==> src/hw/rtl/c3fw_pkg.sv <==
package c3fw_pkg;

  localparam int PIX_W   = 8;
  localparam int COEF_W  = 16;
  localparam int OUT_W   = 14;
  localparam int SIZE_W  = 11;
  localparam int CFG_W   = 48;
  localparam int IDX_W   = 2;
  localparam int PROD_W  = PIX_W + 1 + COEF_W;
  localparam int ROW_W   = PROD_W + 2;
  localparam int SUM_W   = ROW_W + 2;
  localparam int FRAC_W  = 14;

  localparam int QDEPTH  = 4;
  localparam int QAW     = 2;
  localparam int QCW     = 3;

  localparam logic [IDX_W-1:0] REG_IMAGE_SIZE = 2'd0;
  localparam logic [IDX_W-1:0] REG_K_TOP      = 2'd1;
  localparam logic [IDX_W-1:0] REG_K_MID      = 2'd2;
  localparam logic [IDX_W-1:0] REG_K_BOT      = 2'd3;

  localparam logic [CFG_W-1:0] K_TOP_RST = 48'd0;
  localparam logic [CFG_W-1:0] K_MID_RST = 48'd16384;
  localparam logic [CFG_W-1:0] K_BOT_RST = 48'd0;

  localparam logic [SIZE_W-1:0] SIZE_MIN = 11'd3;

  typedef logic [PIX_W-1:0] pix_t;
  typedef pix_t [2:0][2:0] win_t;
  typedef logic [2:0][CFG_W-1:0] kern_t;

  typedef struct packed {
    win_t win;
    logic wide;
    logic frame_end;
  } job_t;

  typedef struct packed {
    logic last;
    logic done;
  } res_tag_t;

  typedef struct packed {
    win_t     win;
    logic [1:0] start;
    res_tag_t tag;
  } res_req_t;

endpackage

==> src/hw/rtl/c3fw_mac.sv <==
module c3fw_mac
  import c3fw_pkg::*;
(
  input  logic                    clk,
  input  logic                    rst_n,
  input  logic                    req_valid,
  input  res_req_t                req,
  output logic                    req_ready,
  input  kern_t                   kern,
  output logic                    out_valid,
  input  logic                    out_ready,
  output logic signed [OUT_W-1:0] pixel_out,
  output logic                    last,
  output logic                    done
);

  logic                      en;

  logic signed [COEF_W-1:0]  coef [3][3];
  logic signed [PROD_W-1:0]  prod_nxt [3][3];
  logic signed [PROD_W-1:0]  a_prod_r [3][3];
  logic                      a_valid_r;
  res_tag_t                  a_tag_r;

  logic signed [ROW_W-1:0]   row_nxt [3];
  logic signed [ROW_W-1:0]   b_row_r [3];
  logic                      b_valid_r;
  res_tag_t                  b_tag_r;

  logic signed [SUM_W-1:0]   total;
  logic signed [SUM_W-1:0]   biased;
  logic signed [SUM_W-1:0]   quot;
  logic signed [OUT_W-1:0]   pix_nxt;
  logic                      out_valid_r;
  logic signed [OUT_W-1:0]   pix_r;
  res_tag_t                  tag_r;

  assign en        = !out_valid_r || out_ready;
  assign req_ready = en;

  // window column p takes kernel tap p - start, none left of start
  always_comb begin
    for (int i = 0; i < 3; i++) begin
      for (int p = 0; p < 3; p++) begin
        coef[i][p] = '0;
        if (p >= int'(req.start)) begin
          coef[i][p] = kern[i][COEF_W*(p - int'(req.start)) +: COEF_W];
        end
        prod_nxt[i][p] = $signed({1'b0, req.win[i][p]}) * coef[i][p];
      end
    end
  end

  always_comb begin
    for (int i = 0; i < 3; i++) begin
      row_nxt[i] = ROW_W'(a_prod_r[i][0]) + ROW_W'(a_prod_r[i][1])
                 + ROW_W'(a_prod_r[i][2]);
    end
  end

  always_comb begin
    total  = SUM_W'(b_row_r[0]) + SUM_W'(b_row_r[1]) + SUM_W'(b_row_r[2]);
    biased = total + SUM_W'(1 << (FRAC_W - 1));
    quot   = biased >>> FRAC_W;
    if (quot > SUM_W'((1 << (OUT_W - 1)) - 1)) begin
      pix_nxt = OUT_W'((1 << (OUT_W - 1)) - 1);
    end else if (quot < -SUM_W'(1 << (OUT_W - 1))) begin
      pix_nxt = OUT_W'(1 << (OUT_W - 1));
    end else begin
      pix_nxt = quot[OUT_W-1:0];
    end
  end

  always_ff @(posedge clk) begin
    if (en) begin
      a_prod_r <= prod_nxt;
      a_tag_r  <= req.tag;
      b_row_r  <= row_nxt;
      b_tag_r  <= a_tag_r;
      pix_r    <= pix_nxt;
      tag_r    <= b_tag_r;
    end
  end

  always_ff @(posedge clk) begin
    if (!rst_n) begin
      a_valid_r   <= 1'b0;
      b_valid_r   <= 1'b0;
      out_valid_r <= 1'b0;
    end else if (en) begin
      a_valid_r   <= req_valid;
      b_valid_r   <= a_valid_r;
      out_valid_r <= b_valid_r;
    end
  end

  assign out_valid = out_valid_r;
  assign pixel_out = pix_r;
  assign last      = tag_r.last;
  assign done      = tag_r.done;

endmodule

==> config.mk <==
export PLATFORM = sky130hd
export DESIGN_NAME = c3fw_mac
export DESIGN_NICKNAME = d
export VERILOG_FILES = /design/src/hw/rtl/c3fw_pkg.sv /design/src/hw/rtl/c3fw_mac.sv
export SDC_FILE = /design/constraint.sdc
export NUM_CORES = 2
export LEC_CHECK = 0
export ABC_AREA = 1
export ABC_CLOCK_PERIOD_IN_PS = 8900
export BUFFER_PORTS_ARGS = -buffer_cell sky130_fd_sc_hd__buf_4
export CORE_UTILIZATION = 42
export DETAILED_ROUTE_END_ITERATION = 10
export GPL_TIMING_DRIVEN = 0
export PLACE_DENSITY = 0.56
export SYNTH_ARGS = -nofsm -noshare
export SYNTH_HDL_FRONTEND = slang
export SYNTH_SLANG_ARGS = --single-unit
==> constraint.sdc <==
create_clock -name clk -period 8.9 [get_ports clk]
set_input_delay 0.89 -clock clk [delete_from_list [all_inputs] [get_ports clk]]
set_output_delay 0.89 -clock clk [all_outputs]
set_load 0.005 [all_outputs]
### Word level (Yosys, flattened, before mapping)

Index checks and enable logic that the tools add are counted.
W data, S select, Z words.

* register bits after elaboration: 329
* word-level logic and storage cells: 69

* mux-type cells: 10
* magnitude comparators: 5
* shift operators: 9
* add/sub/neg operators: 12
* reductions and logical operators: 2
* $mul: 9

Operator list (count)
* $shiftx A48 B7 Y16: 9
* $mul A9 B16 Y25: 9
* $mux W16: 9
* $add A26 B25 Y27: 3
* $add A25 B25 Y26: 3
* $add A28 B27 Y29: 1
* $add A29 B15 Y29 const B: 1
* $add A27 B27 Y28: 1
* $gt A15 B14 Y1 const B: 1
* $lt A15 B14 Y1 const B: 1
* $mux W14: 1
* $sub A1 B2 Y3 const A: 2
* $ge A1 B2 Y1 const A: 2
* $sub A2 B2 Y3 const A: 1
* $ge A2 B2 Y1 const A: 1
* $logic_not A1 Y1: 1
* $logic_or A1 B1 Y1: 1

### Longest topological paths before layout

* depth after elaboration: 5
* depth in mapped cells: 31
* depth with buffers taken out: 25

### Worst setup path after synthesis

Ideal clock, no wire load.

* path kind: input-to-output
* from: in out_ready
* to: out req_ready
* stages: 2
* arrival: 7.288 ns
* path buffers: 0
* path slack: 0.722 ns
* cells stage by stage: nor2_1 > inv_1

* cells in the longest elaborated chain, start to end: 1

RTL lines
* start: declaration: line c3fw_mac.sv:11 `input logic out_ready,`
* $logic_or A1 B1 Y1: line c3fw_mac.sv:38 `assign en = !out_valid_r || out_ready;`
* end: declaration: line c3fw_mac.sv:8 `output logic req_ready,`

No other way between the ends.

==> results.json <==
{
  "status": "finished, violations left",
  "failed_checks": "capacitance limit, slew limit",
  "finalHoldViolations": 0,
  "total_power_mw": 26.82,
  "yosysUniqueCellTypes": 48,
  "setup_viol": 0,
  "ys_warn_count": 0,
  "slowest_delay_ns": 0.88,
  "vias_per_cell": 5.156,
  "cts_buffers": 39,
  "slew_headroom_pct": -9.308,
  "whs_endpoint": "done",
  "syn_inst": 7640,
  "reg2reg_depth": 10,
  "worst_slack_ns": 0.3204,
  "finClkSkew_ns": 0.03339,
  "overflow": 0,
  "synth-edff-count": 326,
  "drtIter0Drc": 3915,
  "peakVddDrop_mv": 0.2771,
  "drive_above_1_share_pct": 5.092,
  "cts_tree": "yes",
  "grt_pass1_wl_um": 312900,
  "start_util_pct": 42.35,
  "clkLatencyLatePin_ns": 0.62,
  "final_max_slew_viol_count": 15,
  "port_buffers": 231,
  "post-place-ws_ns": -0.6713,
  "cts_root_buf": "clkbuf_16",
  "wl_um": 205700,
  "die_w_um": 388.1,
  "wire_per_inst_um": 20.80,
  "antenna_left": 0,
  "cp.required_ns": 9.27,
  "max_cap_violations": 3,
  "start_kind": "input port",
  "yosysSeqAreaShare_pct": 15.73,
  "pin_count": 242,
  "clkSlewWorstSetupHoldPaths_ns": 0.06,
  "r2r_slack_ns": 5.51,
  "r2r-start": "a_prod_r[1]",
  "nets": 9749,
  "gp_congestion": 0.9898,
  "area_delta_synth_final_pct": 9.322,
  "core-area_sq_um": 147800,
  "reg2reg_to": "b_row_r[25]",
  "slowest_stage": "clkdlybuf4s15_1",
  "hp-start": "b_tag_r[0]",
  "cts_max_level": 2,
  "clockBufferDepth": 3,
  "worstMarginPinSlew_ns": 1.627,
  "rsz0062_at_grt": "no",
  "dp_hpwl_um": 179800,
  "synth_area_leader_cell": "fa_1",
  "worst-setup-path-type": "input port to flop",
  "grt_use_total_pct": 27.50,
  "drt-pass1-iter-count": 6,
  "synth.area.top_cells": "fa_1 33%, edfxtp_1 16%, ha_1 12%",
  "synth.net_count": 9465,
  "worstSetupEndpointType": "flop",
  "min_path_type": "flop to flop",
  "synth_top_area_share_pct": 32.68,
  "power_leakage_nw": 36.15,
  "antenna_found_initial": 11,
  "grt_max_degree": 139,
  "yosys_register_bits": 329,
  "hold_depth": 0,
  "critPathArrivalTime_ns": 8.95,
  "synth_area_sq_um": 62610,
  "die_y_um": 388.1,
  "cts_sinks": 329,
  "num_rows": 141,
  "power_density_nw_per_um2": 391.8,
  "grt_pass1_vias": 52550,
  "final_common_cell": "inv_1",
  "drc_errors": 0,
  "final_cell_mix": "1776 x inv_1, 1266 x nand2_1, 1025 x nor2_1, 1022 x fa_1, 579 x ha_1",
  "num_vias": 50980,
  "synthArstFlopShare_pct": 0,
  "period_minus_slack_ns": 8.580,
  "synth_ff_type": "edfxtp_1",
  "period_share_pct": 96.40,
  "avgSynthCellArea_sq_um": 8.196,
  "die_area_sq_um": 150600,
  "fmax_ghz": 0.1166,
  "hold_buffers": 0,
  "cp_max_fo": 10
}
==> metrics by stage <==
step / hold slack [ns] / utilization (%) / setup TNS, ns / instance area (sq um) / instances
floorplan: 0.4003 / - / 0 / 62610 / 7640
finish: 0.4050 / 46.30 / 0 / 68450 / 9887
global route: 0.4056 / 46.30 / 0 / 68440 / 9884
global placement: 0.4026 / 45.16 / -642.80 / 66760 / 9801
detailed placement: 0.4077 / 45.34 / -14.88 / 67030 / 9814
CTS: 0.4037 / 46.29 / 0 / 68430 / 9885
==> Yosys cell counts (17+ instances only) <==
library cell / n
inv_1: 1777
nand2_1: 1266
nor2_1: 1025
fa_1: 1022
ha_1: 579
a21oi_1: 378
edfxtp_1: 326
o21ai_0: 230
nand3_1: 216
xor2_1: 169
xnor2_1: 116
nor3_1: 104
clkbuf_1: 92
nand4_1: 53
mux2i_1: 32
a21o_1: 30
nor4_1: 27
buf_1: 24
a31oi_1: 22
buf_2: 20
nand2_2: 19
o21bai_1: 17
==> worst max-delay path by stage <==
stage	from	end	cells past startpoint
floorplan	out_ready	req_ready	2
global placement	out_ready	req_ready	4
detailed placement	req[3]	a_prod_r[99]	23
CTS	req[3]	a_prod_r[23]	24
global route	req[2]	a_prod_r[23]	27
finish	req[2]	a_prod_r[23]	27
==> worst max-delay path, delay by kind of cell <==
family | cells | cell delay [ns]
AND/OR/NAND/NOR | 7 | 1.51
XOR/XNOR | 1 | 0.39
buffers and inverters | 13 | 3.34
adder cells (fa/ha/maj) | 6 | 2.80
==> kinds of logic after synthesis <==
| logic type | share of synthesized area, % |
|---|---|
| muxes | 0.5116 |
| and+or+nand+nor | 17.70 |
| DFF | 15.73 |
| AOI/OAI and AO/OA | 6.163 |
| xor gates and xnor gates | 3.987 |
| adders and majority gates | 44.25 |
| buffers and inverters | 11.66 |
==> timing repair <==
| action | in CTS | in global routing |
|---|---|---|
| gates resized for setup | 1 | 1 |
| gates cloned | 0 | 0 |
| buffers inserted | 0 | 0 |
| endpoints found under the hold margin | 0 | 0 |
| endpoints found under the setup margin | 1 | 16 |
==> flip-flops by register name (all words and copies together) (netlist names) <==
name       cells
a_prod_r     225
b_row_r       81
b_valid_r      1
a_tag_r        2
a_valid_r      1
pixel_out     14
last           1
out_valid      1
done           1
b_tag_r        2
==> power by group <==
group	internal [mW]	total, mW	switching (mW)
clock	1.05	1.79	0.733
combinational	7.38	21.0	13.6
sequential	3.46	4.06	0.599
==> routing by layer <==
layer	track usage (%)	wire length, um
met1	38.35	91110
met5	0	40
met4	9.436	7836
met2	43.62	91990
met3	4.085	14730
==> final cells by class <==
| type | instances | area [sq um] |
|---|---|---|
| fill | 14950 | 79390 |
| antenna | 3 | 7.507 |
| timing repair buffer | 244 | 1917 |
| tap | 1930 | 2415 |
| clock buffer | 43 | 991.0 |
| buffer | 141 | 593.1 |
| multi-input combinational | 5381 | 45550 |
| sequential | 329 | 9849 |
| clock inverter | 28 | 404.1 |
| inverter | 1788 | 6719 |
(Power assumes the default switching activity.)
