### config.mk
export PLATFORM = sky130hd
export DESIGN_NAME = c3fw_job_queue
export DESIGN_NICKNAME = d
export VERILOG_FILES = /design/src/hw/rtl/c3fw_pkg.sv /design/src/hw/rtl/c3fw_job_queue.sv
export SDC_FILE = /design/constraint.sdc
export NUM_CORES = 1
export LEC_CHECK = 0
export BUFFER_PORTS_ARGS = -buffer_cell sky130_fd_sc_hd__buf_2
export CAP_MARGIN = 20
export CORE_MARGIN = 8
export CORE_UTILIZATION = 34
export DETAILED_ROUTE_END_ITERATION = 12
export SLEW_MARGIN = 30
export SYNTH_ARGS = -nofsm -noshare
export SYNTH_HDL_FRONTEND = slang
export SYNTH_SLANG_ARGS = --single-unit
### constraint.sdc
create_clock -name clk -period 4.4 [get_ports clk]
set_input_delay 0.22 -clock clk [delete_from_list [all_inputs] [get_ports clk]]
set_output_delay 0.22 -clock clk [all_outputs]
set_load 0.005 [all_outputs]
### src/hw/rtl/c3fw_pkg.sv
package c3fw_pkg;

  localparam int PIX_W   = 8;
  localparam int COEF_W  = 16;
  localparam int OUT_W   = 14;
  localparam int SIZE_W  = 11;
  localparam int CFG_W   = 48;
  localparam int IDX_W   = 2;
  localparam int PROD_W  = PIX_W + 1 + COEF_W;
  localparam int ROW_W   = PROD_W + 2;
  localparam int SUM_W   = ROW_W + 2;
  localparam int FRAC_W  = 14;

  localparam int QDEPTH  = 4;
  localparam int QAW     = 2;
  localparam int QCW     = 3;

  localparam logic [IDX_W-1:0] REG_IMAGE_SIZE = 2'd0;
  localparam logic [IDX_W-1:0] REG_K_TOP      = 2'd1;
  localparam logic [IDX_W-1:0] REG_K_MID      = 2'd2;
  localparam logic [IDX_W-1:0] REG_K_BOT      = 2'd3;

  localparam logic [CFG_W-1:0] K_TOP_RST = 48'd0;
  localparam logic [CFG_W-1:0] K_MID_RST = 48'd16384;
  localparam logic [CFG_W-1:0] K_BOT_RST = 48'd0;

  localparam logic [SIZE_W-1:0] SIZE_MIN = 11'd3;

  typedef logic [PIX_W-1:0] pix_t;
  typedef pix_t [2:0][2:0] win_t;
  typedef logic [2:0][CFG_W-1:0] kern_t;

  typedef struct packed {
    win_t win;
    logic wide;
    logic frame_end;
  } job_t;

  typedef struct packed {
    logic last;
    logic done;
  } res_tag_t;

  typedef struct packed {
    win_t     win;
    logic [1:0] start;
    res_tag_t tag;
  } res_req_t;

endpackage

### src/hw/rtl/c3fw_job_queue.sv
module c3fw_job_queue
  import c3fw_pkg::*;
(
  input  logic           clk,
  input  logic           rst_n,
  input  logic           push,
  input  job_t           push_job,
  output logic [QCW-1:0] count,
  output logic           req_valid,
  output res_req_t       req,
  input  logic           req_ready
);

  job_t           q_r [QDEPTH];
  logic [QAW-1:0] wp_r, rp_r;
  logic [QCW-1:0] cnt_r, cnt_nxt;
  logic [1:0]     k_r, k_nxt;
  logic           issue, pop;
  job_t           head;

  assign head      = q_r[rp_r];
  assign req_valid = (cnt_r != '0);
  assign issue     = req_valid && req_ready;
  assign pop       = issue && req.tag.last;

  always_comb begin
    req.win      = head.win;
    req.start    = k_r;
    req.tag.last = !head.wide || (k_r == 2'd2);
    req.tag.done = head.wide && head.frame_end && (k_r == 2'd2);
  end

  always_comb begin
    cnt_nxt = cnt_r + QCW'(push) - QCW'(pop);
    k_nxt   = k_r;
    if (issue) begin
      k_nxt = pop ? 2'd0 : k_r + 2'd1;
    end
  end

  always_ff @(posedge clk) begin
    if (push) begin
      q_r[wp_r] <= push_job;
    end
  end

  always_ff @(posedge clk) begin
    if (!rst_n) begin
      wp_r  <= '0;
      rp_r  <= '0;
      cnt_r <= '0;
      k_r   <= '0;
    end else begin
      if (push) begin
        wp_r <= wp_r + QAW'(1);
      end
      if (pop) begin
        rp_r <= rp_r + QAW'(1);
      end
      cnt_r <= cnt_nxt;
      k_r   <= k_nxt;
    end
  end

  assign count = cnt_r;

endmodule

Word level (Yosys, flattened, before mapping) --
Memory sizes are Yosys's and may differ from the RTL's. A register that Yosys moved wholly into a read port is not among the register bits. Cells that the tools add are included.
Word-level totals: register bits 9, RAM bits 296, bits of input ports 78, output and inout bits 80, memories kept 1
Cells by class: add/sub/neg operators 5, equality and inequality tests 1, muxes and demuxes 5, reductions and logical operators 7
Memories:
- q_r | depth 4, width 74, read ports 1, clocked after Yosys merged registers in 1, wr ports 1, RTL line c3fw_job_queue.sv:14 | job_t q_r [QDEPTH];
Operators with widths (number):
- 2-bit by 1-bit adder with 2-bit output (second input constant) | 3
- 2-bit 2-to-1 mux | 3
- 1-bit logical AND | 4
- 3-bit by 1-bit adder with 3-bit output | 1
- 3-bit nonzero test | 1
- 3-bit by 1-bit subtractor with 3-bit output | 1
- 2-bit == test (second input constant) | 1
- 1-bit 2-to-1 mux | 2
- 1-bit zero test | 1
- 1-bit logical OR | 1

Logic depth before layout (Yosys ltp) --
Gate-level depths: netlist (run 1).
depth in word-level cells 5, depth in mapped cells 11

Least setup slack after synthesis (run 1) --
No wires, ideal clock.
path type reg2reg, start register wp_r[0], end memory q_r[0][0] in the netlist's numbering, enable pin, library setup time 440 ps, data arrival time 2270 ps, data required time 3960 ps, setup slack 1690 ps, stages on the path, launching flop included 4, buffers on the path 0, cell sequence dfxtp_1 -> inv_1 -> ha_1 -> and2_1
RTL lines:
- start, declared | RTL line c3fw_job_queue.sv:15 | logic [QAW-1:0] wp_r, rp_r;
- start signal, assigned | RTL line c3fw_job_queue.sv:55 | wp_r <= wp_r + QAW'(1);
- end, declared | RTL line c3fw_job_queue.sv:14
Straight into the memory's write port.

==> load_flow_metrics.sql, run 1 <==
INSERT INTO impl_metrics (metric_group, metric, value, unit) VALUES
('grt', 'antenna_found_initial', '0', ''),
('routing', 'routed_wl', '22200', 'um'),
('hold_path', 'hp-start', 'rst_n', ''),
('synth', 'count_of_flip_flops_with_a_built_in_enable_after_synthesis', '296', ''),
('die', 'fp.dieW', '198', 'um'),
('pwr', 'combinational_share_of_power', '13.7', '%'),
('sta', 'finalMaxSlewViolations', '0', ''),
('run_status', 'run_status', 'finished clean', ''),
('synth', 'synth_ff_type', 'edfxtp_1', ''),
('grt', 'global_route_wire_length_before_repair', '34600', 'um'),
('flow_run', 'cap_violations', '0', ''),
('layout', 'mostFrequentLayoutCell', 'edfxtp_1', ''),
('pwr', 'internal-power', '0.00560', 'W'),
('synth', 'synth_area_per_cell', '24.9', 'um2'),
('synth', 'yosys-top-cells-area', 'edfxtp_1 79%, mux4_2 14%, dfxtp_1 2.0%', ''),
('clocking', 'cts_root_buffer', 'clkbuf_16', ''),
('routing', 'detailroute.via_count', '5376', ''),
('hold_path', 'min_path_type', 'in2reg', ''),
('synth', 'syn-num-nets', '539', ''),
('sta', 'timing_hold_violations_final', '0', ''),
('placement', 'count_of_buffers_inserted_at_the_top_level_ports', '157', ''),
('worst_setup_path', 'arrival', '3.15', 'ns'),
('worst_setup_path', 'r2r.worst_path.cells', '9', ''),
('pwr', 'power.switching_fraction', '22.1', '%'),
('clocking', 'cts.clk_slew.worst_paths', '0.05', 'ns'),
('layout', 'layout.cells.non_filler', '1173', ''),
('die', 'pin_count', '158', ''),
('layout', 'drive_above_1_share', '39.9', '%'),
('die', 'rows', '66', ''),
('grt', 'largest_net_degree_at_the_start_of_global_routing', '55', ''),
('sta', 'final_period_minus_worst_setup_slack', '2.78', 'ns'),
('sta', 'fin_tns_setup', '0', 'ns'),
('synth', 'synthMuxAreaShare', '14.8', '%'),
('pwr', 'p_leak', '4.90', 'nW'),
('routing', 'iter_0_drt_violations', '241', ''),
('worst_setup_path', 'setup.worst_path.class', 'reg2reg', ''),
('synth', 'synthesis.instances', '453', ''),
('sta', 'slew_headroom', '42.2', '%'),
('pwr', 'p_per_area', '499', 'nW/um2'),
('sta', 'slew_at_the_pin_closest_to_its_max_slew_limit', '0.867', 'ns'),
('synth', 'syn_area', '11300', 'um2'),
('grt', 'groute.usage.overall', '11.4', '%'),
('sta', 'rsz0062_at_grt', 'false', ''),
('routing', 'post_drt_wl_per_cell', '18.9', 'um'),
('worst_setup_path', 'worst-r2r-setup-slack', '1.62', 'ns'),
('synth', 'yosysTopAreaCell', 'edfxtp_1', ''),
('pwr', 'power.share.sequential', '47.8', '%'),
('routing', 'route.antenna.remaining_nets', '0', ''),
('worst_setup_path', 'r2r-end', 'count[2]', ''),
('worst_setup_path', 'cp.required', '4.78', 'ns'),
('synth', 'synth-compound-area-share', '0.744', '%'),
('worst_setup_path', 'critPathMaxFanout', '40', ''),
('worst_setup_path', 'crit_path_capture_type', 'register', ''),
('synth', 'post_synth_fa_ha_maj_area_fraction', '0.955', '%'),
('synth', 'synthesis.yosys.warnings', '0', ''),
('placement', 'place.gp.congestion', '0.704', ''),
('sta', 'fmax_achieved', '0.360', 'GHz'),
('hold_path', 'whs_path_depth', '2', ''),
('layout', 'antennaDiodeCount', '0', ''),
('clocking', 'clkSinkCount', '307', ''),
('synth', 'synth_async_sr_flop_share', '0', '%'),
('synth', 'synth-xor-area-share', '0.311', '%'),
('synth', 'synth_largest_type_area_fraction', '78.9', '%'),
('sta', 'finalWorstSetupSlack', '1.62', 'ns'),
('sta', 'skew', '0.0105', 'ns'),
('synth', 'synth_cell_type_count', '29', ''),
('clocking', 'tritoncts', 'yes', ''),
('routing', 'remaining_drc_errors', '0', ''),
('layout', 'finish.net_count', '795', ''),
('placement', 'placed_cells', '1041', ''),
('placement', 'detailedPlace.worstSlack', '1.57', 'ns');
state kept, by name, summed over array words and instances, names as in the netlist, named ones only:
name	flops
k_r	2
count	3
rp_r	2
q_r	296
wp_r	2
critical path: stages (launching register included):
cell and delay (ns):
dfxtp_4 0.76, mux2_4 0.38, a221oi_4 0.33, ha_1 0.17, inv_1 0.04, ha_1 0.18
fa_1 0.38, xnor2_1 0.20, xnor2_1 0.08, and2_1 0.15
per-layer routing:
layer | track usage [%] | share of wire, % | vias to the layer above
li1 | - | - | 2426
met1 | 13.9 | 42 | 2780
met2 | 19.7 | 51 | 146
met3 | 3.01 | 6.1 | 24
met4 | 3.04 | 1.5 | 0
met5 | 0 | 0 | -
Yosys cell counts, types with 2 or more instances:
library cell / instances
clkbuf_1: 5
nand3_1: 2
inv_1: 7
nand2_1: 6
nor2b_1: 2
mux2i_1: 2
and2_1: 11
mux2_4: 2
edfxtp_1: 296
buf_2: 7
xor2_1: 2
xnor2_1: 2
dfxtp_1: 11
mux4_2: 72
or3_1: 2
buf_4: 5
ha_1: 7
per-stage QoR:
step	utilization [%]	instance area (um2)	hold WS, ns
2_1_floorplan	-	11300	0.319
3_3_place_gp	38.6	12600	0.430
3_5_place_dp	38.6	12600	0.439
4_1_cts	44.2	14400	0.0411
5_1_grt	44.2	14400	0.0563
6_report	44.2	14400	0.0669
layout make-up:
class | count | area, um2
Clock inverter | 13 | 145
Timing Repair Buffer | 238 | 1580
Fill cell | 2787 | 18200
Multi-Input combinational cell | 121 | 2040
Inverter | 7 | 26.3
Sequential cell | 307 | 9120
Clock buffer | 45 | 956
Tap cell | 442 | 553
worst max path at each step:
stage / start / to / slack (ns)
finish: register / count[2] / 1.62
detailed placement: register / count[2] / 1.57
CTS: register / count[2] / 1.56
global placement: register / count[2] / 1.60
floorplan: wp_r[0] / q_r[0][0] / 1.69
global route: register / count[2] / 1.41
power groups by stage:
stage | logic [W] | clock network (W) | registers (W)
floorplan | 0.000609 | 0 | 0.00347
global placement | 0.000950 | 0 | 0.00349
detailed placement | 0.000965 | 0 | 0.00350
CTS | 0.00102 | 0.00284 | 0.00344
global route | 0.00108 | 0.00296 | 0.00346
finish | 0.000983 | 0.00277 | 0.00344
timing repair:
action	CTS	global route
hold buffers	74	0
resized for setup	0	0
buffers inserted	0	0
hold endpoints to repair	296	0
cell families (layout without fill, tap and decap cells):
kind of cell | after synthesis | count (layout)
fa+ha+maj | 8 | 8
xor+xnor | 4 | 4
mux | 76 | 76
compound gates | 8 | 8
flops | 307 | 307
buf+inv | 25 | 303
simple gates | 25 | 25
(Power assumes the default switching activity.)
==> run 2: changes to the inputs <==
==> constraint.sdc (replaced) <==
create_clock -name clk -period 2.7 [get_ports clk]
set_input_delay 0.135 -clock clk [delete_from_list [all_inputs] [get_ports clk]]
set_output_delay 0.135 -clock clk [all_outputs]
set_load 0.005 [all_outputs]
==> run 2 against run 1 <==
  * Critical path type unchanged
  * Register-to-register slack worse by 1.4 ns
  * Flip-flop and latch count unchanged
  * Largest power group unchanged
  * Critical path depth up 2
  * Clock skew up 0.0028 ns
  * Total power up 60%
==> load_flow_metrics.sql, run 2 (same netlist as run 1, synthesis figures left out) <==
INSERT INTO impl_metrics (metric_group, metric, value, unit) VALUES
('run_status', 'run_status', 'finished clean', ''),
('sta', 'timing.final.crit_share', '90.3', '%'),
('layout', 'fin_util', '44.4', '%'),
('die', 'floorplan.core_area', '32600', 'um2'),
('layout', 'fill_cells', '2782', ''),
('grt', 'antenna_found_initial', '0', ''),
('sta', 'slew_at_the_pin_closest_to_its_max_slew_limit', '0.827', 'ns'),
('worst_setup_path', 'arrival', '2.83', 'ns'),
('pwr', 'power.share.sequential', '48.4', '%'),
('routing', 'viasPerCell', '4.58', ''),
('grt', 'largest_net_degree_at_the_start_of_global_routing', '43', ''),
('pwr', 'p_per_area', '795', 'nW/um2'),
('grt', 'groute.usage.overall', '11.6', '%'),
('die', 'fp.dieW', '198', 'um'),
('placement', 'placement.cell_area', '12700', 'um2'),
('sta', 'finalMaxSlewViolations', '0', ''),
('layout', 'antennaDiodeCount', '0', ''),
('worst_setup_path', 'setup.worst_path.start_class', 'register', ''),
('pwr', 'p_leak', '4.93', 'nW'),
('sta', 'timing_hold_violations_final', '0', ''),
('sta', 'total_setup_violations_reported_at_the_end_of_the_flow', '0', ''),
('layout', 'number_of_flip_flops_in_the_largest_register', '296', ''),
('routing', 'post_drt_wl_per_cell', '19.1', 'um'),
('pwr', 'internal-power', '0.00896', 'W'),
('placement', 'place.gp.congestion', '0.722', ''),
('layout', 'final_design_area_no_fill', '14500', 'um2'),
('placement', 'post-dp-hpwl', '14000', 'um'),
('pwr', 'p_switching', '0.00255', 'W'),
('layout', 'drive_above_1_share', '39.8', '%'),
('clocking', 'tritoncts', 'yes', ''),
('layout', 'area_growth_syn_to_layout', '28.4', '%'),
('worst_setup_path', 'cp.required', '3.09', 'ns'),
('placement', 'count_of_buffers_inserted_at_the_top_level_ports', '157', ''),
('pwr', 'combinational_share_of_power', '14.5', '%'),
('routing', 'drtPass1Iterations', '4', ''),
('grt', 'global_route_wire_length_before_repair', '35000', 'um'),
('clocking', 'clk-insertion-delay-late', '0.49', 'ns'),
('layout', 'mostFrequentLayoutCells', '296 x edfxtp_1, 157 x buf_2, 76 x dlygate4sd3_1', ''),
('clocking', 'cts.htree.levels', '2', ''),
('clocking', 'numCtsBuffers', '34', ''),
('grt', 'globalRoute.totalOverflow', '0', ''),
('routing', 'remaining_drc_errors', '0', ''),
('sta', 'fmax_achieved', '0.410', 'GHz'),
('routing', 'route.antenna.remaining_nets', '0', ''),
('sta', 'final_period_minus_worst_setup_slack', '2.44', 'ns'),
('sta', 'fin_tns_setup', '0', 'ns'),
('clocking', 'cts.repair_timing.setup_buffer_count', '0', ''),
('layout', 'mostFrequentLayoutCell', 'edfxtp_1', ''),
('pwr', 'vdd_drop_max', '636', 'uV'),
('die', 'rows', '66', ''),
('pwr', 'power_frac_clock', '37.1', '%'),
('hold_path', 'min_path_type', 'in2reg', ''),
('die', 'floorplan.die_area', '39200', 'um2'),
('die', 'start_util', '34.6', '%'),
('layout', 'largest-register', 'q_r', ''),
('sta', 'slew_headroom', '44.9', '%'),
('die', 'fp.dieH', '198', 'um'),
('layout', 'finish.net_count', '803', ''),
('sta', 'skew', '0.0133', 'ns'),
('routing', 'routed_wl', '22600', 'um'),
('worst_setup_path', 'setup.worst_path.class', 'reg2reg', ''),
('clocking', 'cts_root_buffer', 'clkbuf_16', ''),
('worst_setup_path', 'worst-r2r-setup-slack', '0.26', 'ns'),
('grt', 'grt_pass1_vias', '6198', ''),
('die', 'pin_count', '158', ''),
('worst_setup_path', 'critPathMaxFanout', '4', ''),
('pwr', 'fin_total_pwr', '0.0115', 'W'),
('worst_setup_path', 'crit_path_capture_type', 'register', ''),
('flow_run', 'cap_violations', '0', ''),
('clocking', 'ctsLongestPathBuffers', '3', ''),
('routing', 'detailroute.via_count', '5411', ''),
('clocking', 'clkSinkCount', '307', ''),
('clocking', 'cts.clk_slew.worst_paths', '0.05', 'ns'),
('routing', 'iter_0_drt_violations', '234', ''),
('pwr', 'power.switching_fraction', '22.1', '%'),
('sta', 'rsz0062_at_grt', 'false', '');
run 2: path summary, 6_finish.rpt:
kind                              start        to  cells past startpoint
worst max-delay path             k_r[0]  count[2]                     11
worst min-delay path               push   wp_r[1]                      3
worst max register to register   k_r[0]  count[2]                     11
worst min register to register  rp_r[1]  register                      2
run 2: cell type report:
class	count	area, um2	share of cell area, %
timing repair buffer	246	1690	11.7
tap	442	553	3.82
clock inverter	8	70.1	0.484
multi-input combinational	121	2040	14.1
inverter	7	26.3	0.181
clock buffer	50	975	6.73
sequential	307	9120	63.0
run 2: worst max-delay path, stage by stage (launching register included):
cell and delay, ns:
dfxtp_1 0.37, inv_1 0.06, ha_1 0.22, nor2b_1 0.24
a221oi_4 0.12, ha_1 0.31, inv_1 0.05, ha_1 0.18
fa_1 0.38, xnor2_1 0.14, xnor2_1 0.13, and2_1 0.15
run 2: what timing repair did:
item / CTS / global route
setup endpoints to repair: 0 / 0
gates resized for setup: 0 / 0
hold buffers: 76 / 0
endpoints found under the hold margin: 307 / 0
run 2: power by group through the flow:
stage                     Clock [W]  Combinational, W  Sequential, W
after floorplan                   0          0.000992        0.00565
after global placement            0           0.00162        0.00564
after detailed placement          0           0.00164        0.00567
after CTS                   0.00442           0.00174        0.00557
after global routing        0.00458           0.00185        0.00558
final                       0.00427           0.00167        0.00556
run 2: through the flow:
stage / setup slack, ns / std cells / hold slack, ns
after global routing: 0.0757 / 1181 / 0.0633
after CTS: 0.175 / 1181 / 0.0504
after detailed placement: 0.261 / 1047 / 0.352
after global placement: 0.337 / 1047 / 0.343
final: 0.262 / 1181 / 0.0701
after floorplan: 0.00850 / 453 / 0.234
run 2: metal layers:
layer	global-route usage, %	part of all wire, %
met1	14.3	42
met3	2.90	5.1
met4	3.18	1.8
met2	20.0	51
met5	0	0
==> run 3: changes to the inputs <==
--- a/config.mk
+++ b/config.mk
@@ -9,7 +9,9 @@
 export CAP_MARGIN = 20
 export CORE_MARGIN = 8
 export CORE_UTILIZATION = 34
+export CTS_CLUSTER_SIZE = 24
 export DETAILED_ROUTE_END_ITERATION = 12
+export RECOVER_POWER = 50
 export SLEW_MARGIN = 30
 export SYNTH_ARGS = -nofsm -noshare
 export SYNTH_HDL_FRONTEND = slang
==> run 3 against run 2 <==
  * Design area shrank 0.54%
  * Hold slack worse by 0.0071 ns
  * Non-clock buffer count unchanged
  * Utilization shrank 0.24 points
  * Setup slack about the same
  * Largest power group unchanged
  * Clock-buffer cell count unchanged
==> load_flow_metrics.sql, run 3 (same netlist as run 1, synthesis figures left out) <==
INSERT INTO impl_metrics (metric_group, metric, value, unit) VALUES
('worst_setup_path', 'cp_top_family', 'buffers and inverters', ''),
('pwr', 'power_frac_clock', '37.7', '%'),
('routing', 'iter_0_drt_violations', '267', ''),
('grt', 'antenna_found_initial', '0', ''),
('routing', 'route.antenna.remaining_nets', '0', ''),
('placement', 'count_of_buffers_inserted_at_the_top_level_ports', '157', ''),
('die', 'fp.dieH', '198', 'um'),
('pwr', 'power.switching_fraction', '22.0', '%'),
('clocking', 'cts_resized', '0', ''),
('die', 'floorplan.core_area', '32600', 'um2'),
('layout', 'layout.cells.non_filler', '1181', ''),
('pwr', 'p_switching', '0.00255', 'W'),
('sta', 'slew_at_the_pin_closest_to_its_max_slew_limit', '1.19', 'ns'),
('routing', 'detailroute.via_count', '5433', ''),
('clocking', 'clkSinkCount', '307', ''),
('worst_setup_path', 'r2r.worst_path.cells', '11', ''),
('grt', 'global_route_wire_length_before_repair', '35000', 'um'),
('clocking', 'numCtsBuffers', '34', ''),
('sta', 'total_setup_violations_reported_at_the_end_of_the_flow', '0', ''),
('placement', 'placed_cells', '1047', ''),
('layout', 'mostFrequentLayoutCell', 'edfxtp_1', ''),
('pwr', 'p_leak', '4.72', 'nW'),
('placement', 'place.gp.congestion', '0.722', ''),
('clocking', 'ctsLongestPathBuffers', '3', ''),
('pwr', 'p_per_area', '804', 'nW/um2'),
('sta', 'final_period_minus_worst_setup_slack', '2.44', 'ns'),
('layout', 'largest-register', 'q_r', ''),
('clocking', 'holdBufCountCts', '76', ''),
('worst_setup_path', 'worstSetupPathDepth', '3', ''),
('sta', 'timing.final.crit_share', '90.3', '%'),
('grt', 'groute.usage.overall', '11.6', '%'),
('routing', 'viasPerCell', '4.60', ''),
('worst_setup_path', 'critPathMaxFanout', '40', ''),
('placement', 'post-dp-hpwl', '14000', 'um'),
('sta', 'rsz0062_at_grt', 'false', ''),
('sta', 'finalWorstSetupSlack', '0.262', 'ns'),
('worst_setup_path', 'timing.critical_path.cells', 'buf_4 > mux4_2 > buf_2', ''),
('die', 'floorplan.die_area', '39200', 'um2'),
('sta', 'slew_headroom', '20.4', '%'),
('worst_setup_path', 'arrival', '2.30', 'ns'),
('clocking', 'cts.repair_timing.setup_buffer_count', '0', ''),
('worst_setup_path', 'critPathMaxStageDelay', '0.62', 'ns'),
('sta', 'fmax_achieved', '0.410', 'GHz'),
('clocking', 'clk-insertion-delay-late', '0.50', 'ns'),
('grt', 'largest_net_degree_at_the_start_of_global_routing', '43', ''),
('die', 'rows', '66', ''),
('worst_setup_path', 'setup.worst_path.class', 'reg2out', ''),
('worst_setup_path', 'setup.worst_path.start_class', 'register', ''),
('routing', 'remaining_drc_errors', '0', ''),
('layout', 'mostFrequentLayoutCells', '296 x edfxtp_1, 91 x clkbuf_1, 79 x buf_2', ''),
('hold_path', 'min_path_type', 'in2reg', ''),
('run_status', 'run_status', 'finished clean', ''),
('pwr', 'power.share.sequential', '48.0', '%'),
('pwr', 'internal-power', '0.00903', 'W'),
('layout', 'finish.net_count', '803', ''),
('layout', 'final_design_area_no_fill', '14400', 'um2'),
('routing', 'post_drt_wl_per_cell', '19.1', 'um'),
('worst_setup_path', 'crit_path_capture_type', 'output pin', ''),
('sta', 'skew', '0.0179', 'ns'),
('hold_path', 'whs_path_depth', '3', ''),
('die', 'pin_count', '158', ''),
('layout', 'area_growth_syn_to_layout', '27.8', '%'),
('worst_setup_path', 'cp.buffers_inverters', '2', ''),
('sta', 'timing_hold_violations_final', '0', ''),
('grt', 'globalRoute.totalOverflow', '0', ''),
('routing', 'drtPass1Iterations', '4', ''),
('pwr', 'vdd_drop_max', '547', 'uV'),
('worst_setup_path', 'cp.required', '2.57', 'ns'),
('die', 'fp.dieW', '198', 'um'),
('sta', 'finalMaxSlewViolations', '0', ''),
('worst_setup_path', 'worst_path_max_delay_cell', 'buf_4', ''),
('die', 'start_util', '34.6', '%'),
('pwr', 'combinational_share_of_power', '14.2', '%'),
('layout', 'drive_above_1_share', '29.1', '%'),
('clocking', 'cts.htree.levels', '2', ''),
('clocking', 'tritoncts', 'yes', ''),
('grt', 'grt_pass1_vias', '6214', ''),
('clocking', 'cts_root_buffer', 'clkbuf_16', ''),
('layout', 'antennaDiodeCount', '0', ''),
('clocking', 'cts.clk_slew.worst_paths', '0.05', 'ns'),
('layout', 'number_of_flip_flops_in_the_largest_register', '296', ''),
('flow_run', 'cap_violations', '0', ''),
('placement', 'placement.cell_area', '12700', 'um2'),
('routing', 'routed_wl', '22500', 'um'),
('placement', 'detailedPlace.worstSlack', '0.261', 'ns'),
('sta', 'fin_tns_setup', '0', 'ns');
-- run 3: cell types whose count changed in the layout (fill, tap and decap cells not counted) --
| cell | previous run | this run |
|---|---|---|
| buf_2 | 157 | 79 |
| clkbuf_1 | 13 | 91 |
| and2_0 | 0 | 1 |
| and2_4 | 4 | 3 |
| bufinv_16 | 1 | 2 |
| clkinvlp_4 | 1 | 0 |
-- run 3: worst paths after layout --
| path | start | endpoint | slack (ns) |
|---|---|---|---|
| setup / recovery | register | req[63] | 0.26 |
| hold / removal | push | wp_r[1] | 0.06 |
| setup reg to reg | k_r[0] | count[2] | 0.26 |
| hold reg to reg | rp_r[1] | register | 0.47 |
-- run 3: per-layer routing --
layer  track usage, %  vias up  wire length [um]
met2             20.0      138             11500
met4             3.26        0               426
met5                0        -                 0
met3             2.82       42              1250
met1             14.2     2807              9390
li1                 -     2446                 -
-- run 3: power by group through the flow --
stage | Combinational, W | Clock (W) | Sequential [W]
2_1_floorplan | 0.000992 | 0 | 0.00565
3_3_place_gp | 0.00162 | 0 | 0.00564
3_5_place_dp | 0.00164 | 0 | 0.00567
4_1_cts | 0.00174 | 0.00452 | 0.00557
5_1_grt | 0.00183 | 0.00467 | 0.00559
6_report | 0.00165 | 0.00437 | 0.00556
-- run 3: worst register-to-register path, stage by stage, from the launching register on --
cell,delay [ns]
dfxtp_1,0.37
inv_1,0.06
ha_1,0.22
nor2b_1,0.24
a221oi_4,0.12
ha_1,0.31
inv_1,0.04
ha_1,0.18
fa_1,0.38
xnor2_1,0.14
xnor2_1,0.13
and2_1,0.15
-- run 3: layout make-up --
class                           instances  area, um2
Sequential cell                       307       9120
Multi-Input combinational cell        121       2040
Clock buffer                           50        975
Fill cell                            2804      18200
Tap cell                              442        553
Clock inverter                          8       92.6
Inverter                                7       26.3
Timing Repair Buffer                  246       1600
-- run 3: per-stage QoR --
stage	util (%)	hold WS (ns)	total power (W)
global route	44.2	0.0640	0.0121
floorplan	-	0.234	0.00664
detailed placement	38.9	0.352	0.00731
CTS	44.5	0.0448	0.0118
finish	44.2	0.0630	0.0116
global placement	38.9	0.343	0.00726
